--- src/rtl/sgru_pkg.sv ---
// ----------------------------------------------------------------------------
// sgru_pkg
// Shared widths, register indexes, sequencer codes and the sigmoid table
// of the scalar GRU cell.
// ----------------------------------------------------------------------------
package sgru_pkg;

  localparam int DATA_W     = 16;
  localparam int FRAC_W     = 12;
  localparam int SUM_W      = 31;
  localparam int SIG_ADDR_W = 8;

  localparam int SIG_ADDR_USED = (SIG_ADDR_W < DATA_W) ? SIG_ADDR_W : DATA_W;
  localparam int SIG_DEPTH     = 1 << SIG_ADDR_USED;

  // multiplier operands hold a signed sample/weight or an unsigned Q1.F value
  localparam int MUL_W  = ((DATA_W > FRAC_W + 1) ? DATA_W : FRAC_W + 1) + 1;
  localparam int PROD_W = 2 * MUL_W;
  localparam int ACC_W  = PROD_W + 1;
  localparam int PRE_W  = ACC_W - FRAC_W;

  localparam int REG_COUNT = 6;
  localparam int REG_IDX_W = 3;

  localparam logic [REG_IDX_W-1:0] REG_U_UPDATE = 3'd0;
  localparam logic [REG_IDX_W-1:0] REG_U_RESET  = 3'd1;
  localparam logic [REG_IDX_W-1:0] REG_U_CAND   = 3'd2;
  localparam logic [REG_IDX_W-1:0] REG_W_UPDATE = 3'd3;
  localparam logic [REG_IDX_W-1:0] REG_W_RESET  = 3'd4;
  localparam logic [REG_IDX_W-1:0] REG_W_CAND   = 3'd5;

  typedef logic [FRAC_W:0]        ufrac_t;
  typedef logic [DATA_W-1:0]      data_t;
  typedef logic [SUM_W-1:0]       sum_t;
  typedef logic signed [MUL_W-1:0] mul_op_t;
  typedef logic signed [ACC_W-1:0] acc_t;

  localparam ufrac_t ONE_Q     = ufrac_t'(1 << FRAC_W);
  localparam sum_t   SUM_MAX   = {SUM_W{1'b1}};

  typedef enum logic [3:0] {
    OP_X_UZ,
    OP_S_WZ,
    OP_X_UR,
    OP_S_WR,
    OP_S_R,
    OP_X_UH,
    OP_SR_WH,
    OP_ZC_H,
    OP_Z_S
  } op_t;

  typedef enum logic [2:0] {
    ST_IDLE,
    ST_MUL,
    ST_ACC,
    ST_POST,
    ST_SUM
  } st_t;

  typedef struct packed {
    op_t  op;
    logic mul_en;
    logic acc_en;
    logic acc_clr;
    logic post_en;
    logic sum_en;
  } ctrl_t;

  // --------------------------------------------------------------------------
  // Sigmoid table, built at elaboration only
  // --------------------------------------------------------------------------
  localparam int           EXP_FRAC     = 30;
  localparam int           EXP_HALVINGS = 10;
  localparam logic [63:0]  EXP_ONE      = 64'd1 << EXP_FRAC;
  localparam logic [63:0]  SIG_CLAMP    = 64'd32 << FRAC_W;

  typedef ufrac_t sig_rom_t [SIG_DEPTH];

  function automatic logic [63:0] qmul(logic [63:0] a, logic [63:0] b);
    return (a * b + (EXP_ONE >> 1)) >> EXP_FRAC;
  endfunction

  // restoring shift-subtract quotient
  function automatic logic [63:0] udiv(logic [63:0] n, logic [63:0] dv);
    logic [63:0] q;
    logic [64:0] rem;
    q   = '0;
    rem = '0;
    for (int i = 63; i >= 0; i--) begin
      rem = {rem[63:0], n[i]};
      if (rem >= {1'b0, dv}) begin
        rem  = rem - {1'b0, dv};
        q[i] = 1'b1;
      end
    end
    return q;
  endfunction

  function automatic logic [63:0] exp_neg(logic [63:0] t_in);
    logic [63:0] t;
    logic [63:0] d;
    logic [63:0] q;
    t = (t_in > SIG_CLAMP) ? SIG_CLAMP : t_in;
    d = (t << EXP_FRAC) >> (FRAC_W + EXP_HALVINGS);
    q = EXP_ONE - d / 64'd5;
    q = EXP_ONE - qmul(d, q) / 64'd4;
    q = EXP_ONE - qmul(d, q) / 64'd3;
    q = EXP_ONE - qmul(d, q) / 64'd2;
    q = EXP_ONE - qmul(d, q);
    for (int i = 0; i < EXP_HALVINGS; i++) begin
      q = qmul(q, q);
    end
    return q;
  endfunction

  function automatic ufrac_t sigmoid_at(longint v);
    logic [63:0] t;
    logic [63:0] e;
    logic [63:0] den;
    logic [63:0] num;
    logic [63:0] res;
    t   = (v < 0) ? 64'(-v) : 64'(v);
    e   = exp_neg(t);
    den = EXP_ONE + e;
    num = (v >= 0) ? (64'd1 << (FRAC_W + EXP_FRAC)) : (e << FRAC_W);
    res = udiv(num + (den >> 1), den);
    return res[FRAC_W:0];
  endfunction

  function automatic sig_rom_t build_sig_rom();
    sig_rom_t rom;
    longint   lo;
    longint   half;
    longint   shift;
    shift = DATA_W - SIG_ADDR_USED;
    lo    = -(longint'(1) <<< (DATA_W - 1));
    half  = (shift > 0) ? (longint'(1) <<< (shift - 1)) : 0;
    for (int k = 0; k < SIG_DEPTH; k++) begin
      rom[k] = sigmoid_at(lo + (longint'(k) <<< shift) + half);
    end
    return rom;
  endfunction

  localparam sig_rom_t SIG_ROM = build_sig_rom();

endpackage

--- src/rtl/sgru_mac.sv ---
// ----------------------------------------------------------------------------
// sgru_mac
// Shared multiply-accumulate unit: registered signed product, then an
// accumulator that either loads the product or adds it.
// ----------------------------------------------------------------------------
module sgru_mac (
  input  logic             clk,
  input  sgru_pkg::mul_op_t op_a,
  input  sgru_pkg::mul_op_t op_b,
  input  logic             mul_en,
  input  logic             acc_en,
  input  logic             acc_clr,
  output sgru_pkg::acc_t   acc
);

  logic signed [sgru_pkg::PROD_W-1:0] prod_r;
  sgru_pkg::acc_t                     acc_r;
  sgru_pkg::acc_t                     acc_nxt;
  sgru_pkg::acc_t                     prod_ext;

  assign prod_ext = sgru_pkg::ACC_W'(prod_r);

  always_comb begin
    if (acc_clr) begin
      acc_nxt = prod_ext;
    end else begin
      acc_nxt = acc_r + prod_ext;
    end
  end

  always_ff @(posedge clk) begin
    if (mul_en) begin
      prod_r <= op_a * op_b;
    end
    if (acc_en) begin
      acc_r <= acc_nxt;
    end
  end

  assign acc = acc_r;

endmodule

--- src/rtl/sgru_ctrl.sv ---
// ----------------------------------------------------------------------------
// sgru_ctrl
// Sequencer: walks the nine multiply steps of one GRU update through the
// shared MAC, then commits the new state and running sum.
// ----------------------------------------------------------------------------
module sgru_ctrl (
  input  logic            clk,
  input  logic            rst_n,
  input  logic            in_valid,
  input  logic            out_busy,
  output logic            in_ready,
  output sgru_pkg::ctrl_t ctl
);

  sgru_pkg::st_t state_r;
  sgru_pkg::st_t state_nxt;
  sgru_pkg::op_t op_r;
  sgru_pkg::op_t op_nxt;
  logic          op_first;
  logic          op_last;

  // first step of each product pair, and the lone s*r step, starts a fresh accumulation
  always_comb begin
    case (op_r)
      sgru_pkg::OP_X_UZ, sgru_pkg::OP_X_UR, sgru_pkg::OP_S_R,
      sgru_pkg::OP_X_UH, sgru_pkg::OP_ZC_H: op_first = 1'b1;
      default:                              op_first = 1'b0;
    endcase
  end

  // steps after which the accumulator holds a finished value
  always_comb begin
    case (op_r)
      sgru_pkg::OP_S_WZ, sgru_pkg::OP_S_WR, sgru_pkg::OP_S_R,
      sgru_pkg::OP_SR_WH, sgru_pkg::OP_Z_S: op_last = 1'b1;
      default:                              op_last = 1'b0;
    endcase
  end

  // next state
  always_comb begin
    state_nxt = state_r;
    op_nxt    = op_r;
    case (state_r)
      sgru_pkg::ST_IDLE: begin
        if (in_valid) begin
          state_nxt = sgru_pkg::ST_MUL;
          op_nxt    = sgru_pkg::OP_X_UZ;
        end
      end
      sgru_pkg::ST_MUL: begin
        state_nxt = sgru_pkg::ST_ACC;
      end
      sgru_pkg::ST_ACC: begin
        if (op_last) begin
          state_nxt = sgru_pkg::ST_POST;
        end else begin
          state_nxt = sgru_pkg::ST_MUL;
          op_nxt    = sgru_pkg::op_t'(op_r + 4'd1);
        end
      end
      sgru_pkg::ST_POST: begin
        if (op_r == sgru_pkg::OP_Z_S) begin
          state_nxt = sgru_pkg::ST_SUM;
        end else begin
          state_nxt = sgru_pkg::ST_MUL;
          op_nxt    = sgru_pkg::op_t'(op_r + 4'd1);
        end
      end
      sgru_pkg::ST_SUM: begin
        if (!out_busy) begin
          state_nxt = sgru_pkg::ST_IDLE;
        end
      end
      default: begin
        state_nxt = sgru_pkg::ST_IDLE;
      end
    endcase
  end

  // outputs
  always_comb begin
    ctl         = '0;
    ctl.op      = op_r;
    in_ready    = 1'b0;
    case (state_r)
      sgru_pkg::ST_IDLE: in_ready = 1'b1;
      sgru_pkg::ST_MUL:  ctl.mul_en = 1'b1;
      sgru_pkg::ST_ACC: begin
        ctl.acc_en  = 1'b1;
        ctl.acc_clr = op_first;
      end
      sgru_pkg::ST_POST: ctl.post_en = 1'b1;
      sgru_pkg::ST_SUM:  ctl.sum_en  = !out_busy;
      default:           ctl.op      = op_r;
    endcase
  end

  always_ff @(posedge clk) begin
    if (!rst_n) begin
      state_r <= sgru_pkg::ST_IDLE;
      op_r    <= sgru_pkg::OP_X_UZ;
    end else begin
      state_r <= state_nxt;
      op_r    <= op_nxt;
    end
  end

endmodule

--- src/rtl/scalar_gru_cell_step.sv ---
// ----------------------------------------------------------------------------
// scalar_gru_cell_step
// One time step of a scalar GRU neuron with a saturating state sum.
// ----------------------------------------------------------------------------
// Each transfer on the input side runs one GRU step on a Q4.12 sample: update
// gate, reset gate and candidate through a sigmoid table, then the blended
// new state in Q1.12, returned with a saturating running sum of all states
// since reset. All nine products go through one shared multiply-accumulate
// unit, each in a multiply step and an accumulate step, with a post step per
// gate/rounding result and a final sum step; a new item is taken only after
// the sum step. The result sits in an output register, so the next item may
// start while it waits. The previous state is zero after reset and is cleared
// after an item flagged last_in_seq; the running sum is only cleared by reset.
// Weights must be written through the cfg_ port while the block is idle, a
// rule the block leaves to the user; writes to unused indexes are dropped.
// ----------------------------------------------------------------------------
module scalar_gru_cell_step (
  input  logic                               clk,
  input  logic                               rst_n,
  input  logic                               cfg_we,
  input  logic [sgru_pkg::REG_IDX_W-1:0]     cfg_addr,
  input  logic [sgru_pkg::DATA_W-1:0]        cfg_wdata,
  input  logic                               in_valid,
  output logic                               in_ready,
  input  logic signed [sgru_pkg::DATA_W-1:0] in_x_in,
  input  logic                               in_last_in_seq,
  output logic                               out_valid,
  input  logic                               out_ready,
  output logic [sgru_pkg::FRAC_W:0]          out_state_out,
  output logic [sgru_pkg::SUM_W-1:0]         out_running_sum,
  output logic                               out_sum_saturated
);

  sgru_pkg::data_t   cfg_r [sgru_pkg::REG_COUNT];
  sgru_pkg::data_t   x_r;
  logic              last_r;
  sgru_pkg::ufrac_t  s_r;
  sgru_pkg::ufrac_t  z_r;
  sgru_pkg::ufrac_t  r_r;
  sgru_pkg::ufrac_t  sr_r;
  sgru_pkg::ufrac_t  h_r;
  sgru_pkg::ufrac_t  ns_r;
  sgru_pkg::sum_t    sum_r;
  sgru_pkg::sum_t    sum_nxt;
  logic              out_valid_r;
  sgru_pkg::ufrac_t  out_state_r;
  sgru_pkg::sum_t    out_sum_r;
  logic              out_sat_r;

  sgru_pkg::ctrl_t   ctl;
  logic              out_busy;
  sgru_pkg::mul_op_t op_a;
  sgru_pkg::mul_op_t op_b;
  sgru_pkg::acc_t    acc;

  logic signed [sgru_pkg::PRE_W-1:0] pre;
  logic                              pos_ovf;
  logic                              neg_ovf;
  sgru_pkg::data_t                   pre_sat;
  logic [sgru_pkg::SIG_ADDR_USED-1:0] sig_idx;
  sgru_pkg::ufrac_t                  sig_val;
  sgru_pkg::ufrac_t                  rnd_val;
  logic [sgru_pkg::SUM_W:0]          sum_wide;

  function automatic sgru_pkg::mul_op_t sext_op(sgru_pkg::data_t v);
    return sgru_pkg::mul_op_t'(signed'(v));
  endfunction

  function automatic sgru_pkg::mul_op_t uext_op(sgru_pkg::ufrac_t v);
    return sgru_pkg::mul_op_t'({1'b0, v});
  endfunction

  assign out_busy = out_valid_r && !out_ready;

  sgru_ctrl u_ctrl (
    .clk      (clk),
    .rst_n    (rst_n),
    .in_valid (in_valid),
    .out_busy (out_busy),
    .in_ready (in_ready),
    .ctl      (ctl)
  );

  // operand select per sequencer step
  always_comb begin
    op_a = '0;
    op_b = '0;
    case (ctl.op)
      sgru_pkg::OP_X_UZ: begin
        op_a = sext_op(x_r);
        op_b = sext_op(cfg_r[sgru_pkg::REG_U_UPDATE]);
      end
      sgru_pkg::OP_S_WZ: begin
        op_a = uext_op(s_r);
        op_b = sext_op(cfg_r[sgru_pkg::REG_W_UPDATE]);
      end
      sgru_pkg::OP_X_UR: begin
        op_a = sext_op(x_r);
        op_b = sext_op(cfg_r[sgru_pkg::REG_U_RESET]);
      end
      sgru_pkg::OP_S_WR: begin
        op_a = uext_op(s_r);
        op_b = sext_op(cfg_r[sgru_pkg::REG_W_RESET]);
      end
      sgru_pkg::OP_S_R: begin
        op_a = uext_op(s_r);
        op_b = uext_op(r_r);
      end
      sgru_pkg::OP_X_UH: begin
        op_a = sext_op(x_r);
        op_b = sext_op(cfg_r[sgru_pkg::REG_U_CAND]);
      end
      sgru_pkg::OP_SR_WH: begin
        op_a = uext_op(sr_r);
        op_b = sext_op(cfg_r[sgru_pkg::REG_W_CAND]);
      end
      sgru_pkg::OP_ZC_H: begin
        op_a = uext_op(sgru_pkg::ONE_Q - z_r);
        op_b = uext_op(h_r);
      end
      sgru_pkg::OP_Z_S: begin
        op_a = uext_op(z_r);
        op_b = uext_op(s_r);
      end
      default: begin
        op_a = '0;
        op_b = '0;
      end
    endcase
  end

  sgru_mac u_mac (
    .clk     (clk),
    .op_a    (op_a),
    .op_b    (op_b),
    .mul_en  (ctl.mul_en),
    .acc_en  (ctl.acc_en),
    .acc_clr (ctl.acc_clr),
    .acc     (acc)
  );

  // floor to integer Q, saturate to the sample range, index the table
  assign pre     = sgru_pkg::PRE_W'(acc >>> sgru_pkg::FRAC_W);
  assign pos_ovf = !pre[sgru_pkg::PRE_W-1] && (|pre[sgru_pkg::PRE_W-2:sgru_pkg::DATA_W-1]);
  assign neg_ovf = pre[sgru_pkg::PRE_W-1] && !(&pre[sgru_pkg::PRE_W-2:sgru_pkg::DATA_W-1]);

  always_comb begin
    if (pos_ovf) begin
      pre_sat = {1'b0, {(sgru_pkg::DATA_W-1){1'b1}}};
    end else if (neg_ovf) begin
      pre_sat = {1'b1, {(sgru_pkg::DATA_W-1){1'b0}}};
    end else begin
      pre_sat = pre[sgru_pkg::DATA_W-1:0];
    end
  end

  assign sig_idx = {~pre_sat[sgru_pkg::DATA_W-1],
                    pre_sat[sgru_pkg::DATA_W-2 -: (sgru_pkg::SIG_ADDR_USED-1)]};
  assign sig_val = sgru_pkg::SIG_ROM[sig_idx];

  // round-half-up product; accumulator is non-negative on these steps
  assign rnd_val = sgru_pkg::ufrac_t'((acc + sgru_pkg::acc_t'(1 << (sgru_pkg::FRAC_W-1)))
                                      >>> sgru_pkg::FRAC_W);

  assign sum_wide = {1'b0, sum_r} + (sgru_pkg::SUM_W+1)'(ns_r);

  always_comb begin
    if (sum_wide > {1'b0, sgru_pkg::SUM_MAX}) begin
      sum_nxt = sgru_pkg::SUM_MAX;
    end else begin
      sum_nxt = sum_wide[sgru_pkg::SUM_W-1:0];
    end
  end

  // weights
  always_ff @(posedge clk) begin
    if (!rst_n) begin
      for (int i = 0; i < sgru_pkg::REG_COUNT; i++) begin
        cfg_r[i] <= '0;
      end
    end else if (cfg_we && (cfg_addr < sgru_pkg::REG_IDX_W'(sgru_pkg::REG_COUNT))) begin
      cfg_r[cfg_addr] <= cfg_wdata;
    end
  end

  // item capture and intermediate results
  always_ff @(posedge clk) begin
    if (in_valid && in_ready) begin
      x_r    <= in_x_in;
      last_r <= in_last_in_seq;
    end
    if (ctl.post_en) begin
      case (ctl.op)
        sgru_pkg::OP_S_WZ:  z_r  <= sig_val;
        sgru_pkg::OP_S_WR:  r_r  <= sig_val;
        sgru_pkg::OP_S_R:   sr_r <= rnd_val;
        sgru_pkg::OP_SR_WH: h_r  <= sig_val;
        sgru_pkg::OP_Z_S:   ns_r <= rnd_val;
        default:            ns_r <= ns_r;
      endcase
    end
    if (ctl.sum_en) begin
      out_state_r <= ns_r;
      out_sum_r   <= sum_nxt;
      out_sat_r   <= (sum_nxt == sgru_pkg::SUM_MAX);
    end
  end

  // recurrent state, running sum, output valid
  always_ff @(posedge clk) begin
    if (!rst_n) begin
      s_r         <= '0;
      sum_r       <= '0;
      out_valid_r <= 1'b0;
    end else begin
      if (ctl.sum_en) begin
        s_r   <= last_r ? '0 : ns_r;
        sum_r <= sum_nxt;
      end
      if (ctl.sum_en) begin
        out_valid_r <= 1'b1;
      end else if (out_ready) begin
        out_valid_r <= 1'b0;
      end
    end
  end

  assign out_valid         = out_valid_r;
  assign out_state_out     = out_state_r;
  assign out_running_sum   = out_sum_r;
  assign out_sum_saturated = out_sat_r;

  // busy for the whole sequence once an item is taken
  a_busy_after_accept: assert property (@(posedge clk) disable iff (!rst_n)
    in_valid && in_ready |=> !in_ready)
    else $error("input taken again right after a transfer");

  a_state_range: assert property (@(posedge clk) disable iff (!rst_n)
    s_r <= sgru_pkg::ONE_Q)
    else $error("recurrent state above 1.0");

  a_sum_monotonic: assert property (@(posedge clk) disable iff (!rst_n)
    (sum_r >= $past(sum_r)) || $past(!rst_n))
    else $error("running sum decreased");

  a_sat_flag: assert property (@(posedge clk) disable iff (!rst_n)
    out_valid |-> (out_sum_saturated == (out_running_sum == sgru_pkg::SUM_MAX)))
    else $error("saturation flag disagrees with running sum");

  a_no_overwrite: assert property (@(posedge clk) disable iff (!rst_n)
    ctl.sum_en |-> !(out_valid && !out_ready))
    else $error("pending result overwritten");

endmodule
--- config.mk ---
export PLATFORM = sky130hd
export DESIGN_NAME = scalar_gru_cell_step
export DESIGN_NICKNAME = d
export VERILOG_FILES = /design/src/rtl/sgru_pkg.sv /design/src/rtl/sgru_mac.sv /design/src/rtl/sgru_ctrl.sv /design/src/rtl/scalar_gru_cell_step.sv
export SDC_FILE = /design/constraint.sdc
export NUM_CORES = 2
export LEC_CHECK = 0
export ABC_AREA = 1
export BUFFER_PORTS_ARGS = -buffer_cell sky130_fd_sc_hd__buf_2
export CAP_MARGIN = 25
export CORE_MARGIN = 1.5
export CORE_UTILIZATION = 51
export DETAILED_ROUTE_END_ITERATION = 8
export MAX_ROUTING_LAYER = met4
export PLACE_DENSITY = 0.69
export SLEW_MARGIN = 15
export SYNTH_ARGS = -nofsm -noshare
export SYNTH_HDL_FRONTEND = slang
export SYNTH_HIERARCHICAL = 1
export SYNTH_SLANG_ARGS = --single-unit
--- constraint.sdc ---
create_clock -name clk -period 20.2 [get_ports clk]
set_input_delay 4.04 -clock clk [delete_from_list [all_inputs] [get_ports clk]]
set_output_delay 4.04 -clock clk [all_outputs]
set_load 0.01 [all_outputs]
# --- Yosys cells after proc, flatten, opt, wreduce, memory -nomap -nowiden ---
# Memory sizes are Yosys's and may differ from the RTL's.
# Cells that the tools add are included.
totals:
  mem_bits_rw: 96
  word_cells: 108
  latch_bits: 0
  ff_bits: 248
  output_inout_bits: 47
  mem_count: 2
  mem_bits_ro: 3328
  in_bits: 41
op_classes:
  multipliers: 1
  div: 0
  add_sub_neg: 5
  muxes: 34
  n_shift: 0
  n_bitwise: 2
  order_cmp: 3
  reduce_logical: 27
  n_eq_ne: 17
memory_table:
  columns: ["name", "words", "word_bits", "read_ports", "rd_clocked_by_memory_dff", "write_ports", "line", "rtl"]
  rows:
  - ["(no name shown)", 256, 13, 1, 0, 0, "scalar_gru_cell_step.sv:159", "assign sig_val = sgru_pkg::SIG_ROM[sig_idx];"]
  - ["cfg_r", 6, 16, 6, 0, 6, "scalar_gru_cell_step.sv:34", "sgru_pkg::data_t cfg_r [sgru_pkg::REG_COUNT];"]
ops:
  columns: ["operator", "n"]
  rows:
  - ["one-hot mux 17 bit (9 select lines)", 1]
  - ["one-hot mux 17 bit (5 select lines)", 1]
  - ["two-way mux 16 bit", 3]
  - ["two-way mux 13 bit", 3]
  - ["adder 35 x 34 -> 35 bit", 1]
  - ["two-way mux 35 bit", 1]
  - ["multiplier 17 x 17 -> 34 bit", 1]
  - ["adder 31 x 13 -> 32 bit", 1]
  - ["> comparator 32 x 31 -> 1 bit (second input constant)", 1]
  - ["== test 31 bit (second input constant)", 1]
  - ["two-way mux 31 bit", 1]
  - ["adder 25 x 13 -> 25 bit (second input constant)", 1]
  - ["== test 4 x 3 -> 1 bit (second input constant)", 4]
  - ["OR reduction 16 bit", 1]
  - ["one-hot mux 3 bit (5 select lines)", 1]
  - ["two-way mux 1 bit", 13]
  - ["subtractor 13 bit (first input constant)", 1]
  - ["two-way mux 3 bit", 4]
  - ["two-way mux 4 bit", 3]
  - ["one-hot mux 4 bit (3 select lines)", 1]
  - ["AND reduction 2 bit", 6]
  - ["OR reduction 5 bit", 2]
  - [">= comparator 9 bit (second input constant)", 1]
  - ["inverter 8 -> 9 bit", 1]
  - ["21 further kinds", 35]

# --- Depth between registers and ports, before layout ---
depth:
  ltp_word: 10
  ltp_mapped: 37
  depth_no_buf: 35

# --- Modules after synthesis ---
# The synthesis kept the hierarchy.
modules_own_cells:
  columns: ["mod", "area_per_inst_um2", "n_inst", "cells_each", "seq_area_each_um2"]
  rows:
  - ["sgru_mac", 16519.6, 1, 2140, 2072.0]
  - ["scalar_gru_cell_step", 14762.9, 1, 1821, 7507.2]
  - ["sgru_ctrl", 539.3, 1, 82, 140.1]

# --- Worst setup path after synthesis ---
# No wires, ideal clock.
synth_timing:
  kind: "input to register"
  start: "input port out_ready"
  end: "register s_r[0]"
  setup_slack_ps: 10544
  setup_time_ps: 71
  t_required_ps: 20129
  path_buffers: 1
  path_stages: 7
  t_arrival_ps: 9586
  path_cell_list: "nor2_1 > nor4_1 > clkbuf_1 > clkinv_1 > nor2_1 > nand2_1 > a21oi_1"
synth_lines:
  columns: ["element", "line", "rtl"]
  rows:
  - ["start, declared", "scalar_gru_cell_step.sv:28", "input logic out_ready,"]
  - ["end signal, assigned", "scalar_gru_cell_step.sv:217", "s_r <= last_r ? '0 : ns_r;"]
  - ["end, declared", "scalar_gru_cell_step.sv:37", "sgru_pkg::ufrac_t s_r;"]

# --- Final worst setup path ---
layout_timing:
  start: "register u_ctrl.op_r[1]"
  end: "register u_mac/prod_r[33] in the netlist's numbering, data pin"
layout_via:
  word_cells_on_any_way: 14
  classes_between: "mul (1); eq/ne (8); mux (2); reduce/logical (3)"
layout_lines:
  columns: ["element", "line", "rtl"]
  rows:
  - ["start, declared", "sgru_ctrl.sv:17", "sgru_pkg::op_t op_r;"]
  - ["start signal, assigned", "sgru_ctrl.sv:102", "op_r <= sgru_pkg::OP_X_UZ;"]
  - ["start signal, assigned", "sgru_ctrl.sv:105", "op_r <= op_nxt;"]
  - ["== test 4 bit (tied with other cells)", "scalar_gru_cell_step.sv:88", "case (ctl.op)"]
  - ["one-hot mux 17 bit (9 select lines) (*)", "scalar_gru_cell_step.sv:88", null]
  - ["via op_b[3]", "scalar_gru_cell_step.sv:53", "sgru_pkg::mul_op_t op_b;"]
  - ["multiplier 17 x 17 -> 34 bit (*)", "sgru_mac.sv:33", "prod_r <= op_a * op_b;"]
  - ["end signal, assigned", "sgru_mac.sv:33", null]
  - ["end, declared", "sgru_mac.sv:16", "logic signed [sgru_pkg::PROD_W-1:0] prod_r;"]
# The timed path passes the listed nets; every way through them passes the cells marked *.
# A chain may end at the register's enable or synchronous reset.

==> results.yml <==
run_status:
  status: "finished, final reports clean"
synth:
  ys.flop_type: "edfxtp_1"
  synth-seq-cells: 341
  synth-edff-count: 289
  synth_fp_nets: 4537
  synth_area_per_cell_sq_um: 7.87
  yosysTopAreaCellShare_pct: 27.3
  yosysTopAreaCell: "edfxtp_1"
  synthCells: 4043
  ys_types: 56
  yosysSeqAreaShare_pct: 30.5
  async_flop_share_pct: 0
  synth_area_leaders: "edfxtp_1 (27%), fa_1 (19%), nand2_1 (13%)"
  yosys_warnings: 6
  syn-cell-area_sq_um: 31800
placement:
  post_dp_cell_area_sq_um: 33100
  place_congestion: 0.979
  numPortBuffers: 87
  dp_hpwl_microns: 71500
die:
  start_util_pct: 51.6
  die_height_microns: 253
  die-area_sq_um: 63900
  coreArea_sq_um: 61700
  die_w_microns: 253
  ios: 88
  num_rows: 91
finish:
  final_cell_mix: "nand2_1 (1104), inv_1 (797), nor2_1 (344)"
  stdcell_area_sq_um: 34400
  drive_above_1_share_pct: 7.36
  final_common_cell: "nand2_1"
  syn_to_final_growth_pct: 8.25
  num-nets-final: 4583
worst_setup_path:
  crit_required_ps: 20540
  cp-end-kind: "register"
  max_stage_delay_ps: 890
  cpMostUsedCell: "fa_1"
  worst_path_max_delay_cell: "fa_1"
  cp_data_arrival_time_ps: 8530
  cp-start-kind: "register"
  critPathMaxFanout: 20
  critPathKind: "register to register"
drt:
  wl_per_cell_microns: 18.9
  ant_nets: 0
  viasPerCell: 5.41
  vias: 26800
  routed_wl_microns: 93500
  route.detailed.drc: 0
  first_pass_iters: 8
  drt_iter0_drc: 2362
sta:
  period_minus_slack_ps: 8190
  tightestPinTransition_ps: 1230
  finalSetupViolCount: 0
  grt_setup_unrepaired: "no"
  report.final.slew_viol_count: 0
  max_clock_freq_ghz: 0.122
  hold_viol: 0
  relSlewSlack_pct: 17.0
  period_share_pct: 40.5
  skew_ps: 43.2
  finalSetupTns_ps: 0
cts:
  cts.clk_slew.worst_paths_ps: 60
  clock_sink_count: 341
  clock_path_buffers: 3
  cts_root_buffer: "clkbuf_16"
  cts_made_buffers: 40
  h-tree-depth: 2
  cts_setup_buffers: 0
  clk_latency_ps: 600
  hold_buffers: 0
  cts_tree: "built"
  cts_resized: 0
grt:
  grt_use_total_pct: 30.7
  grt_max_degree: 72
  gr-total-overflow: 0
  grt_pass1_wl_microns: 147000
  grt_pass1_vias: 26400
  antenna_found_initial: 0
run:
  max-cap-violations: 0
min_path:
  hp-class: "register to register"
==> through the flow <==
| step | setup WS [ps] | hold slack [ps] | utilization [%] | instances |
|---|---|---|---|---|
| final | 12010 | 467 | 55.8 | 4956 |
| after global routing | 11490 | 482 | 55.8 | 4955 |
| after CTS | 12120 | 466 | 55.7 | 4949 |
| after detailed placement | 12160 | 457 | 53.7 | 4878 |
| after global placement | 12300 | 455 | 53.7 | 4878 |
| after floorplan | 10540 | 445 | - | 4043 |
==> Yosys cell counts (20+ instances only) <==
cell         n
nand2_1   1104
inv_1      797
nor2_1     345
fa_1       298
edfxtp_1   289
nand3_1    230
ha_1       155
a21oi_1    138
o21ai_0    120
clkbuf_1   109
dfxtp_1     52
xor2_1      37
nor3_1      34
a221oi_1    32
nand4_1     32
xnor2_1     23
buf_2       21
inv_2       20
==> flip-flops by register name, indices dropped and copies added (netlist names), 3 cells and up <==
register and flops:
out_running_sum 31, sum_r 31, z_r 12, out_state_out 13, r_r 12, cfg_r 96, sr_r 13, s_r 13
ns_r 13, x_r 16, u_ctrl/op_r 4, u_ctrl/state_r 3, h_r 12, u_mac/acc 35, u_mac/prod_r 34
==> per-layer routing <==
metal | up-vias | global-route usage (%) | share of wire [%]
li1 | 12700 | - | -
met1 | 12800 | 40.5 | 42
met2 | 1042 | 49.2 | 47
met3 | 225 | 3.58 | 6.8
met4 | 0 | 10.8 | 3.6
met5 | - | - | 0
==> logic make-up after synthesis <==
family | count (synthesis) | synth area share, %
compound gates | 403 | 7.63
xor+xnor | 60 | 1.65
fa+ha+maj | 453 | 24.8
buf+inv | 958 | 11.5
flops | 341 | 30.5
simple gates | 1828 | 23.8
==> worst max-delay path: cells and delay by family (launching register included) <==
| family | cells | cell delay [ps] |
|---|---|---|
| buf+inv | 5 | 810 |
| flops | 1 | 420 |
| compound gates | 6 | 1140 |
| fa+ha+maj | 7 | 3800 |
| simple gates | 8 | 1760 |
==> path summary, 6_finish.rpt <==
check / startpoint / end / slack [ps] / depth (start not counted)
worst max-delay path: u_ctrl/op_r[1] / u_mac/prod_r[33] / 12010 / 26
worst min-delay path: s_r[12] / s_r[12] / 470 / 2
worst max register to register: u_ctrl/op_r[1] / u_mac/prod_r[33] / 12010 / 26
worst min register to register: s_r[12] / s_r[12] / 470 / 2
==> final cells by class <==
class                   instances  area [sq um]
diodes                          1          2.50
clock buffers                  46          1030
clock inverters                25           211
fillers                      5878         27300
inverters                     818          3070
multi-input cells            2744         18500
flip-flops and latches        341          9720
well taps                     837          1050
repair buffers                144           890
Power is left out: the tool's default activity adds up to more than one toggle a clock period on the data nets, which glitch-free logic cannot reach.
